$ cat config.mk
export PLATFORM = sky130hd
export DESIGN_NAME = two_wire_byte_shifter
export DESIGN_NICKNAME = d
export VERILOG_FILES = /design/src/rtl/tws_pkg.sv /design/src/rtl/two_wire_byte_shifter.sv /design/src/rtl/tws_engine.sv /design/src/rtl/tws_skid.sv
export SDC_FILE = /design/constraint.sdc
export NUM_CORES = 1
export LEC_CHECK = 0
export ABC_AREA = 1
export ABC_CLOCK_PERIOD_IN_PS = 2700
export CAP_MARGIN = 20
export CORE_MARGIN = 2
export CORE_UTILIZATION = 40
export CTS_BUF_LIST = sky130_fd_sc_hd__clkbuf_16
export DETAILED_ROUTE_END_ITERATION = 7
export DONT_BUFFER_PORTS = 1
export HOLD_SLACK_MARGIN = 0.03
export PLACE_DENSITY = 0.63
export SYNTH_ARGS = -nofsm -noshare
export SYNTH_HDL_FRONTEND = slang
export SYNTH_SLANG_ARGS = --single-unit
$ cat constraint.sdc
create_clock -name aclk -period 2.7 [get_ports aclk]
set_input_delay 0.135 -clock aclk [delete_from_list [all_inputs] [get_ports aclk]]
set_output_delay 0.135 -clock aclk [all_outputs]
set_load 0.01 [all_outputs]
$ cat src/rtl/tws_pkg.sv
// ----------------------------------------------------------------------------
// tws_pkg
// Types and constants of the two-wire byte shifter.
// ----------------------------------------------------------------------------
package tws_pkg;

    localparam logic [15:0] PHASE_TICKS_RESET = 16'd600;
    localparam logic [15:0] PHASE_TICKS_MIN   = 16'd1;

    // Bit counter marks: data bits end at 8, receive ack bit ends at 9.
    localparam logic [3:0] BIT_IDX_ACK  = 4'd8;
    localparam logic [3:0] BIT_IDX_DONE = 4'd9;

    typedef enum logic {
        OP_SEND = 1'b0,
        OP_RECV = 1'b1
    } tws_op_t;

    typedef enum logic [1:0] {
        PH_SETUP = 2'd0,
        PH_HIGH  = 2'd1,
        PH_LOW   = 2'd2
    } tws_phase_t;

    typedef struct packed {
        logic       busy;
        tws_op_t    op_mode;
        logic [3:0] bit_index;
        tws_phase_t phase_step;
        logic [15:0] tick_count;
        logic [7:0] shift_byte;
        logic       scl;
        logic       sda;
        logic       sda_dir;
        logic       ack_hold;
    } tws_state_t;

    typedef struct packed {
        logic       scl_level;
        logic       sda_level;
        logic       sda_drive;
        logic       busy_res;
        logic       done_res;
        logic [7:0] rx_byte;
    } tws_result_t;

    // Drive the pins for the phase now in s.phase_step and restart its tick count.
    function automatic tws_state_t tws_apply_phase(input tws_state_t s);
        tws_state_t r;
        r = s;
        case (s.phase_step)
            PH_SETUP: begin
                r.scl = 1'b0;
                if (s.op_mode == OP_SEND) begin
                    r.sda_dir = 1'b1;
                    r.sda     = s.shift_byte[7];
                end else if (s.bit_index < BIT_IDX_ACK) begin
                    r.sda_dir = 1'b0;
                end else begin
                    r.sda_dir = 1'b1;
                    r.sda     = s.ack_hold;
                end
            end
            PH_HIGH: r.scl = 1'b1;
            default: r.scl = 1'b0;
        endcase
        r.tick_count = 16'd1;
        return r;
    endfunction

endpackage

$ cat src/rtl/two_wire_byte_shifter.sv
// ----------------------------------------------------------------------------
// two_wire_byte_shifter
// Two-wire master byte engine advanced by one input transaction per tick.
// ----------------------------------------------------------------------------
// Usage:
//   Each s_ transaction is one tick: a start request with its operation type,
//   byte to send and ack level, plus the sampled SDA line. Each tick yields
//   exactly one m_ transaction with the SCL/SDA pin levels, SDA direction,
//   busy, a one-tick done flag and the received byte (nonzero only on done
//   of a receive).
//   A send clocks 8 bits out MSB first, three phases per bit (setup, SCL high,
//   SCL low), each phase lasting phase_ticks ticks. A receive releases SDA,
//   samples 8 bits at the end of each SCL-high phase, then drives the ack bit.
//   cfg_phase_ticks is written through cfg_valid/cfg_ready; cfg_ready is
//   always high. A write applies from the next tick, even mid-byte. Zero acts as one.
//   The result of a tick is registered, in the output or the skid register.
//   Throughput: one tick per cycle while s_ready is high; the state update is a
//   single pass of logic between the state registers and the result register.
//   Stall: when m_ready is low a skid register takes one more transaction,
//   then s_ready drops until the output drains.
//   Reset (aresetn low, synchronous): engine idle, SCL low, SDA driven low,
//   phase_ticks back to 600, result buffer empty.
// ----------------------------------------------------------------------------
module two_wire_byte_shifter import tws_pkg::*; (
    input  logic        aclk,
    input  logic        aresetn,
    // configuration write channel
    input  logic        cfg_valid,
    output logic        cfg_ready,
    input  logic [15:0] cfg_phase_ticks,
    // tick input channel
    input  logic        s_valid,
    output logic        s_ready,
    input  logic        s_start_req,
    input  logic        s_req_type,
    input  logic [7:0]  s_tx_byte,
    input  logic        s_ack_level,
    input  logic        s_sda_in,
    // result channel
    output logic        m_valid,
    input  logic        m_ready,
    output logic        m_scl_level,
    output logic        m_sda_level,
    output logic        m_sda_drive,
    output logic        m_busy_res,
    output logic        m_done_res,
    output logic [7:0]  m_rx_byte
);

    tws_result_t step_result;
    tws_result_t out_result;
    logic        tick_en;

    // Configuration never stalls.
    assign cfg_ready = 1'b1;

    // Advance the engine only on an accepted tick transaction.
    assign tick_en = s_valid && s_ready;

    tws_engine u_engine (
        .aclk      (aclk),
        .aresetn   (aresetn),
        .cfg_we    (cfg_valid && cfg_ready),
        .cfg_data  (cfg_phase_ticks),
        .tick_en   (tick_en),
        .start_req (s_start_req),
        .req_type  (s_req_type),
        .tx_byte   (s_tx_byte),
        .ack_level (s_ack_level),
        .sda_in    (s_sda_in),
        .result    (step_result)
    );

    // Hold results here while the receiver stalls.
    tws_skid u_skid (
        .aclk      (aclk),
        .aresetn   (aresetn),
        .in_valid  (s_valid),
        .in_ready  (s_ready),
        .in_data   (step_result),
        .out_valid (m_valid),
        .out_ready (m_ready),
        .out_data  (out_result)
    );

    assign m_scl_level = out_result.scl_level;
    assign m_sda_level = out_result.sda_level;
    assign m_sda_drive = out_result.sda_drive;
    assign m_busy_res  = out_result.busy_res;
    assign m_done_res  = out_result.done_res;
    assign m_rx_byte   = out_result.rx_byte;

endmodule

$ cat src/rtl/tws_engine.sv
// ----------------------------------------------------------------------------
// tws_engine
// Per-tick state update of the byte engine and the phase length register.
// ----------------------------------------------------------------------------
module tws_engine import tws_pkg::*; (
    input  logic        aclk,
    input  logic        aresetn,
    input  logic        cfg_we,
    input  logic [15:0] cfg_data,
    input  logic        tick_en,
    input  logic        start_req,
    input  logic        req_type,
    input  logic [7:0]  tx_byte,
    input  logic        ack_level,
    input  logic        sda_in,
    output tws_result_t result
);

    tws_state_t  state_reg;
    tws_state_t  state_next;
    logic [15:0] phase_ticks_reg;
    logic [15:0] limit;
    logic        done;

    assign limit = (phase_ticks_reg == '0) ? PHASE_TICKS_MIN : phase_ticks_reg;

    always_comb begin
        tws_state_t s;
        s    = state_reg;
        done = 1'b0;
        if (state_reg.busy) begin
            if (state_reg.tick_count >= limit) begin
                case (state_reg.phase_step)
                    PH_SETUP: begin
                        s.phase_step = PH_HIGH;
                        s = tws_apply_phase(s);
                    end
                    PH_HIGH: begin
                        if (s.op_mode == OP_RECV && s.bit_index < BIT_IDX_ACK) begin
                            s.shift_byte = {s.shift_byte[6:0], sda_in};
                        end
                        s.phase_step = PH_LOW;
                        s = tws_apply_phase(s);
                    end
                    default: begin
                        s.bit_index = s.bit_index + 4'd1;
                        if (s.op_mode == OP_SEND) begin
                            s.shift_byte = {s.shift_byte[6:0], 1'b0};
                            done = (s.bit_index >= BIT_IDX_ACK);
                            s.phase_step = PH_SETUP;
                        end else begin
                            done = (s.bit_index >= BIT_IDX_DONE);
                            s.phase_step = (s.bit_index == BIT_IDX_ACK) ? PH_SETUP : PH_HIGH;
                        end
                        if (done) begin
                            s.busy       = 1'b0;
                            s.scl        = 1'b0;
                            s.bit_index  = '0;
                            s.phase_step = PH_SETUP;
                            s.tick_count = '0;
                        end else begin
                            s = tws_apply_phase(s);
                        end
                    end
                endcase
            end else begin
                s.tick_count = state_reg.tick_count + 16'd1;
            end
        end else if (start_req) begin
            s.busy       = 1'b1;
            s.op_mode    = tws_op_t'(req_type);
            s.ack_hold   = ack_level;
            s.shift_byte = req_type ? 8'd0 : tx_byte;
            s.bit_index  = '0;
            s.phase_step = PH_SETUP;
            s = tws_apply_phase(s);
        end
        state_next = s;
    end

    always_comb begin
        result.scl_level = state_next.scl;
        result.sda_level = state_next.sda_dir & state_next.sda;
        result.sda_drive = state_next.sda_dir;
        result.busy_res  = state_next.busy;
        result.done_res  = done;
        result.rx_byte   = (done && state_next.op_mode == OP_RECV) ?
                           state_next.shift_byte : 8'd0;
    end

    always_ff @(posedge aclk) begin
        if (!aresetn) begin
            phase_ticks_reg <= PHASE_TICKS_RESET;
        end else if (cfg_we) begin
            phase_ticks_reg <= cfg_data;
        end
    end

    always_ff @(posedge aclk) begin
        if (!aresetn) begin
            state_reg <= '{busy: 1'b0, op_mode: OP_SEND, bit_index: 4'd0,
                           phase_step: PH_SETUP, tick_count: 16'd0, shift_byte: 8'd0,
                           scl: 1'b0, sda: 1'b0, sda_dir: 1'b1, ack_hold: 1'b0};
        end else if (tick_en) begin
            state_reg <= state_next;
        end
    end

endmodule

$ cat src/rtl/tws_skid.sv
// ----------------------------------------------------------------------------
// tws_skid
// Two-entry result buffer: output register plus skid register.
// ----------------------------------------------------------------------------
module tws_skid import tws_pkg::*; (
    input  logic        aclk,
    input  logic        aresetn,
    input  logic        in_valid,
    output logic        in_ready,
    input  tws_result_t in_data,
    output logic        out_valid,
    input  logic        out_ready,
    output tws_result_t out_data
);

    logic        out_valid_reg;
    logic        skid_valid_reg;
    tws_result_t out_data_reg;
    tws_result_t skid_data_reg;
    logic        load;
    logic        out_free;

    assign in_ready  = !skid_valid_reg;
    assign load      = in_valid && in_ready;
    assign out_free  = !out_valid_reg || out_ready;
    assign out_valid = out_valid_reg;
    assign out_data  = out_data_reg;

    always_ff @(posedge aclk) begin
        if (!aresetn) begin
            out_valid_reg  <= 1'b0;
            skid_valid_reg <= 1'b0;
        end else if (out_free) begin
            if (skid_valid_reg) begin
                out_valid_reg  <= 1'b1;
                skid_valid_reg <= 1'b0;
            end else begin
                out_valid_reg  <= load;
            end
        end else if (load) begin
            skid_valid_reg <= 1'b1;
        end
    end

    always_ff @(posedge aclk) begin
        if (out_free) begin
            out_data_reg <= skid_valid_reg ? skid_data_reg : in_data;
        end else if (load) begin
            skid_data_reg <= in_data;
        end
    end

endmodule

==> reports/metrics.yaml, run 1 <==
synth:
  yosysMostFrequentCell: "nand2_1"
  synth_edf_count: 26
  synth_nets: 637
  syn_area_um2: 4443
  synth_top_area_share_pct: 24.33
  async_flop_share_pct: 0
  yosys_warnings: 0
  syn_area_per_cell_um2: 7.608
  synthTopCellsByCount: "nand2_1 (118), inv_1 (74), nor2_1 (57)"
  synth_cells: 584
  synth_seq_area_share_pct: 41.90
  ys_seq_elements: 80
  synth_cell_type_count: 44
  synthFlopType: "dfxtp_1"
  synth_top_area_cell: "dfxtp_1"
  synthTopCellsByArea: "dfxtp_1 (24%), edfxtp_1 (18%), nand2_1 (10%), inv_1 (6.3%), o21ai_0 (6.0%)"
cts:
  clk_latency_ns: 0.34
  htree_num_levels: 3
  numCtsBuffers: 9
  clockRootBuffer: "clkbuf_16"
  clk_pin_slew_ns: 0.06
  cts_sinks: 80
  post_cts_buffers: 0
  cts.path.max_buffers: 2
  cts_tree: "yes"
worst_setup_path:
  cp.required_ns: 2.92
  critical_path_class: "register to register"
  crit_fanout: 16
  worstPathArrival_ns: 2.63
  startpoint_type: "register"
  worstSetupEndpointType: "register"
timing:
  rsz0062_at_grt: "yes"
  min_period_ns: 2.414
  hold-worst-slack_ns: 0.02905
  post-route-period-util_pct: 89.40
  skew_ns: 0.008627
  finalHoldViolCount: 0
  slew_headroom_pct: 48.26
  max_freq_mhz: 414.3
  finalSetupViolCount: 0
  drv_slew: 0
  worstMarginPinSlew_ns: 0.7736
placement:
  routabilityCongestion: 0.8244
  port_buffers: 0
  dp_hpwl_mm: 7.395
cells_and_area:
  fillerInstances: 1087
  multi_input_area_um2: 2178
  drive_gt1_share_pct: 6.187
  syn_to_final_growth_pct: 11.72
  antenna_cells: 0
  register_area_um2: 1862
  finalCoreUtilization_pct: 45.79
  layout.nets: 646
  largest_reg_flops: 36
grt:
  overflow: 0
  grt_pass1_vias: 3478
  grt_pass1_wl_mm: 17.27
  grt_max_degree: 24
  gr-usage-all-layers_pct: 18.59
  antenna_found_initial: 0
job:
  maxCapViolCount: 0
drt:
  viasPerCell: 5.186
  finalWirelength_mm: 10.35
  final_antenna_net_count: 0
  vias: 3827
  drtIter0Drc: 393
  drt-wirelength-per-cell_um: 14.03
  drc: 0
  first_pass_iters: 6
floorplanning:
  initial_core_util_pct: 40.99
  core-area_um2: 10840
  die_h_um: 109.4
  fp.dieW_um: 109.4
  dieArea_um2: 11970
  ioPinCount: 49
  num_rows: 38
power_and_ir_drop:
  p_per_area_nw_per_um2: 557.8
  ir_drop_mv: 0.3456
  leakage_nw: 2.089
  finalPower_w: 0.002769
status:
  status: "finished, final reports clean"
hold_path:
  hold_path.class: "input pin to register"
## final timing paths
| check | startpoint | endpoint | slack [ns] | cells after the start |
|---|---|---|---|---|
| hold reg to reg | u_engine.state_reg[33] | u_engine.state_reg[33] | 0.48 | 2 |
| setup reg to reg | u_engine.phase_ticks_reg[12] | u_skid.out_data[3] | 0.29 | 14 |
| setup / recovery | u_engine.phase_ticks_reg[12] | u_skid.out_data[3] | 0.29 | 14 |
| hold / removal | cfg_phase_ticks[10] | u_engine.phase_ticks_reg[10] | 0.03 | 2 |
## cell usage in the layout, fill, tap and decap left out, types with 2 or more instances in the layout
cell type      netlist  routed
a211oi_1             2       2
a21oi_1             38      38
a31oi_1              3       3
a32oi_1              7       7
buf_4                2       3
clkbuf_16            0       9
clkinv_1             2       4
clkinvlp_4           0       2
dfxtp_1             54      54
dlygate4sd3_1        0      16
edfxtp_1            26      26
ha_1                20      20
inv_1               74      75
inv_2                4       4
nand2_1            118     118
nand2_2              2       2
nand3_1             35      35
nand3_4              2       2
nand3b_1            10      10
nand4_1              6       6
nor2_1              57      57
nor2_2               3       2
nor2_4               5       6
nor3_1              12      12
nor4_1               4       4
o211ai_1             4       4
o21ai_0             53      53
o221ai_1             2       2
xnor2_1              2       2
xor2_1               5       5
## worst max-delay path, stage by stage (launching register included)
cell and delay, ns:
dfxtp_1 0.31, nor4_1 0.35, a41o_1 0.23, ha_1 0.22, nand4_1 0.08, nor2_1 0.05, nor2_1 0.08, nand2_1 0.05
nand2_1 0.12, nand2_4 0.15, nor2_4 0.26, nand2_1 0.08, nand3_1 0.13, nand3_1 0.08, nand2_1 0.08
## final cells by class
| class | count | area share (%) |
|---|---|---|
| Timing Repair Buffer | 19 | 3.680 |
| Tap cell | 140 | 3.529 |
| Clock inverter | 7 | 0.8067 |
| Clock buffer | 9 | 4.537 |
| Sequential cell | 80 | 37.51 |
| Multi-Input combinational cell | 403 | 43.89 |
| Inverter | 80 | 6.050 |
## routing by layer
layer,global-route usage (%),share of wire [%],vias to the layer above
li1,-,-,1966
met1,25.56,49,1755
met2,27.82,43,92
met3,6.046,5.5,14
met4,5.425,2.0,0
met5,0,0,-
## timing repair
item | CTS | global route
resized for setup | 0 | 1
hold buffers | 16 | 0
hold endpoints to repair | 27 | 0
endpoints found under the setup margin | 0 | 21
## through the flow
step                area, um2  worst slack [ns]  setup TNS (ns)  instances
detailed placement       4533            0.1147               0        706
global placement         4533            0.1603               0        706
finish                   4964            0.2863               0        738
global route             4964         -0.007587        -0.01246        738
CTS                      4959           0.09882               0        738
floorplan                4443            0.5939               0        584
## logic make-up after synthesis
| family | count (synthesis) | share of synthesized area [%] |
|---|---|---|
| AND/OR/NAND/NOR | 260 | 27.23 |
| AO/OA/AOI/OAI | 115 | 14.59 |
| buffers and inverters | 101 | 9.180 |
| flip-flops | 80 | 41.90 |
| adder cells (fa/ha/maj) | 20 | 5.632 |
| XOR/XNOR | 7 | 1.380 |
| other | 1 | 0.08440 |
## power breakdown
group          internal [W]  switching [W]  leakage (nW)
Combinational      0.000110       0.000203          1.25
Clock              0.000612       0.000490         0.128
Sequential          0.00130      0.0000542         0.716
Total               0.00202       0.000747          2.09
Note: power is estimated with default switching activity, not from simulation.
==> run 2: changes to the inputs <==
- ABC_CLOCK_PERIOD_IN_PS: 2700 -> 2000
- PLACE_DENSITY: 0.63 -> 0.65
- clock period: 2.7 -> 2 ns (I/O delays scaled with it)
==> reports/metrics.yaml, run 2 (same netlist as run 1, synthesis figures left out) <==
cts:
  cts_sinks: 80  # unchanged
  cts.path.max_buffers: 2  # unchanged
  cts_tree: "yes"
  clk_pin_slew_ns: 0.07  # about the same
  numCtsBuffers: 9  # unchanged
  htree_num_levels: 3  # unchanged
  clk_latency_ns: 0.34  # about the same
  clockRootBuffer: "clkbuf_16"
cells_and_area:
  mostFrequentLayoutCell: "nand2_1"
  syn_to_final_growth_pct: 32.50
  finalCoreUtilization_pct: 54.31  # +8.5 points
  fillerInstances: 974  # -10%
  register_area_um2: 1864  # +0.13%
  drive_gt1_share_pct: 22.68  # +16 points
  layout.nets: 705  # +9.1%
  stdcell_area_um2: 5887  # +19%
  multi_input_area_um2: 2472  # +13%
  largest_reg_flops: 36  # unchanged
  mostFrequentLayoutCells: "nand2_1 (109), inv_1 (73), dfxtp_1 (52), o21ai_0 (51), buf_4 (49)"
  antenna_cells: 0  # unchanged
timing:
  finalHoldViolCount: 0  # unchanged
  post-route-period-util_pct: 116.4  # +27 points
  drv_slew: 0  # unchanged
  slew_headroom_pct: 49.57  # +1.3 points
  worstMarginPinSlew_ns: 0.7518  # -0.02184 ns
  setup_ws_ns: -0.3282  # -0.6145 ns
  skew_ns: 0.008583  # -0.00004446 ns
  finalSetupViolCount: 60  # +60
  rsz0062_at_grt: "yes"
  min_period_ns: 2.328  # -0.08551 ns
  max_freq_mhz: 429.5  # +3.7%
grt:
  grt_max_degree: 26  # +8.3%
  gr-usage-all-layers_pct: 21.06  # +2.5 points
  antenna_found_initial: 0  # unchanged
  overflow: 0  # unchanged
  grt_pass1_wl_mm: 19.79  # +15%
  grt_pass1_vias: 4082  # +17%
worst_setup_path:
  worstSetupEndpointType: "register"
  crit_start: "u_engine.phase_ticks_reg[11]"
  startpoint_type: "register"
  critPathBufInv: 1  # +1
  rrSetupSlack_ns: -0.33  # -0.61 ns
  critical_path_class: "register to register"
  critPathTopFamily: "simple AND/OR/NAND/NOR gates"
  reg2reg_from: "u_engine.phase_ticks_reg[11]"
  crit_fanout: 7  # -9
  slowest_stage: "dfxtp_2"
  endpoint: "u_skid.out_data[5]"
  worstPathArrival_ns: 2.42  # -0.21 ns
  cp_num_cells: 14  # unchanged
  cp.required_ns: 2.09  # -0.83 ns
  worstRegToRegCells: 14  # unchanged
  crit_path_max_incr_delay_ns: 0.33  # -0.02 ns
  worst_r2r_endpoint: "u_skid.out_data[5]"
  crit_chain: "nor4_4 > a41o_1 > ha_1 > nand4_1 > nor2_1 > nor2_1 > nand2_1 > nand2_2 > nand2_4 > buf_6 > nand3b_1 > nand3_2 > nand3_1 > nand2_1"
placement:
  routabilityCongestion: 0.8570  # +4.0%
  dp_hpwl_mm: 7.978  # +7.9%
  place_area_um2: 4938  # +8.9%
  pre_cts_ws_ns: -0.4296  # -0.5443 ns
  port_buffers: 0  # unchanged
status:
  violations: "setup timing"
  status: "complete, but fails checks"
power_and_ir_drop:
  p_per_area_nw_per_um2: 759.7  # +36%
  ir_drop_mv: 0.4476  # +30%
  leakage_nw: 2.522  # +21%
hold_path:
  hold_path.class: "input pin to register"
  holdPathStages: 3  # +1
drt:
  drc: 0  # unchanged
  first_pass_iters: 8  # +2
  viasPerCell: 5.266  # +1.5%
  final_antenna_net_count: 0  # unchanged
  vias: 4197  # +9.7%
  finalWirelength_mm: 11.99  # +16%
  drt-wirelength-per-cell_um: 15.04  # +7.3%
  drtIter0Drc: 506  # +29%
floorplanning:
  die_h_um: 109.4  # unchanged
  ioPinCount: 49  # unchanged
  initial_core_util_pct: 40.99  # unchanged
  num_rows: 38  # unchanged
  core-area_um2: 10840  # unchanged
  fp.dieW_um: 109.4  # unchanged
  dieArea_um2: 11970  # unchanged
job:
  maxCapViolCount: 0  # unchanged
## run 2: changes by cell type in the layout (fill, tap and decap cells not counted), sizes merged
cell / previous run / this run
buf: 3 / 58
bufinv: 0 / 4
dlygate4sd3: 16 / 19
clkinvlp: 2 / 0
clkinv: 6 / 5
inv: 79 / 78
nand2: 121 / 122
## run 2: cell type report
class	count	share of cell area [%]
Clock inverter	7	2.423
Sequential cell	80	31.67
Clock buffer	9	3.826
Timing Repair Buffer	77	11.80
Multi-Input combinational cell	404	42.00
Inverter	80	5.313
Tap cell	140	2.976
## run 2: how the worst min path moves through the flow
| stage | startpoint | endpoint |
|---|---|---|
| 2_1_floorplan | cfg_phase_ticks[3] | u_engine.phase_ticks_reg[3] |
| 3_3_place_gp | cfg_valid | u_engine.phase_ticks_reg[9] |
| 3_5_place_dp | cfg_valid | u_engine.phase_ticks_reg[9] |
| 4_1_cts | s_tx_byte[6] | u_engine.state_reg[10] |
| 5_1_grt | aresetn | u_engine.phase_ticks_reg[2] |
| 6_report | aresetn | u_engine.state_reg[31] |
## run 2: timing repair
action                                 4_1_cts  5_1_grt
pin swaps                                   25       16
setup endpoints to repair                   60       60
cloned                                       1        0
endpoints found under the hold margin       42        0
resized for setup                           38       33
buffers inserted                             6        2
hold buffers                                20        0
## run 2: layer usage
layer	global-route usage, %	wire length [um]
met5	0	0
met4	7.957	256
met3	5.453	732
met2	32.67	5513
met1	28.07	5488
## run 2: through the flow
stage,hold WS (ns),instances,TNS (ns),power (W)
floorplan,0.2264,584,-0.3153,0.002164
global placement,0.2174,755,-14.54,0.002306
detailed placement,0.2232,755,-16.06,0.002317
CTS,0.05384,796,-9.375,0.004454
global route,0.07936,797,-22.81,0.004642
finish,0.05164,797,-11.93,0.004472
## run 2: worst min-delay path, stage by stage
cell	delay, ns
buf_12	0.15
nand2_1	0.07
nor2_1	0.03
## run 2: power by group
| group | total [W] | internal (W) | leakage [nW] | switching, W |
|---|---|---|---|---|
| logic | 0.000583 | 0.000238 | 1.63 | 0.000345 |
| clock network | 0.00206 | 0.00135 | 0.180 | 0.000711 |
| registers | 0.00183 | 0.00175 | 0.717 | 0.0000724 |
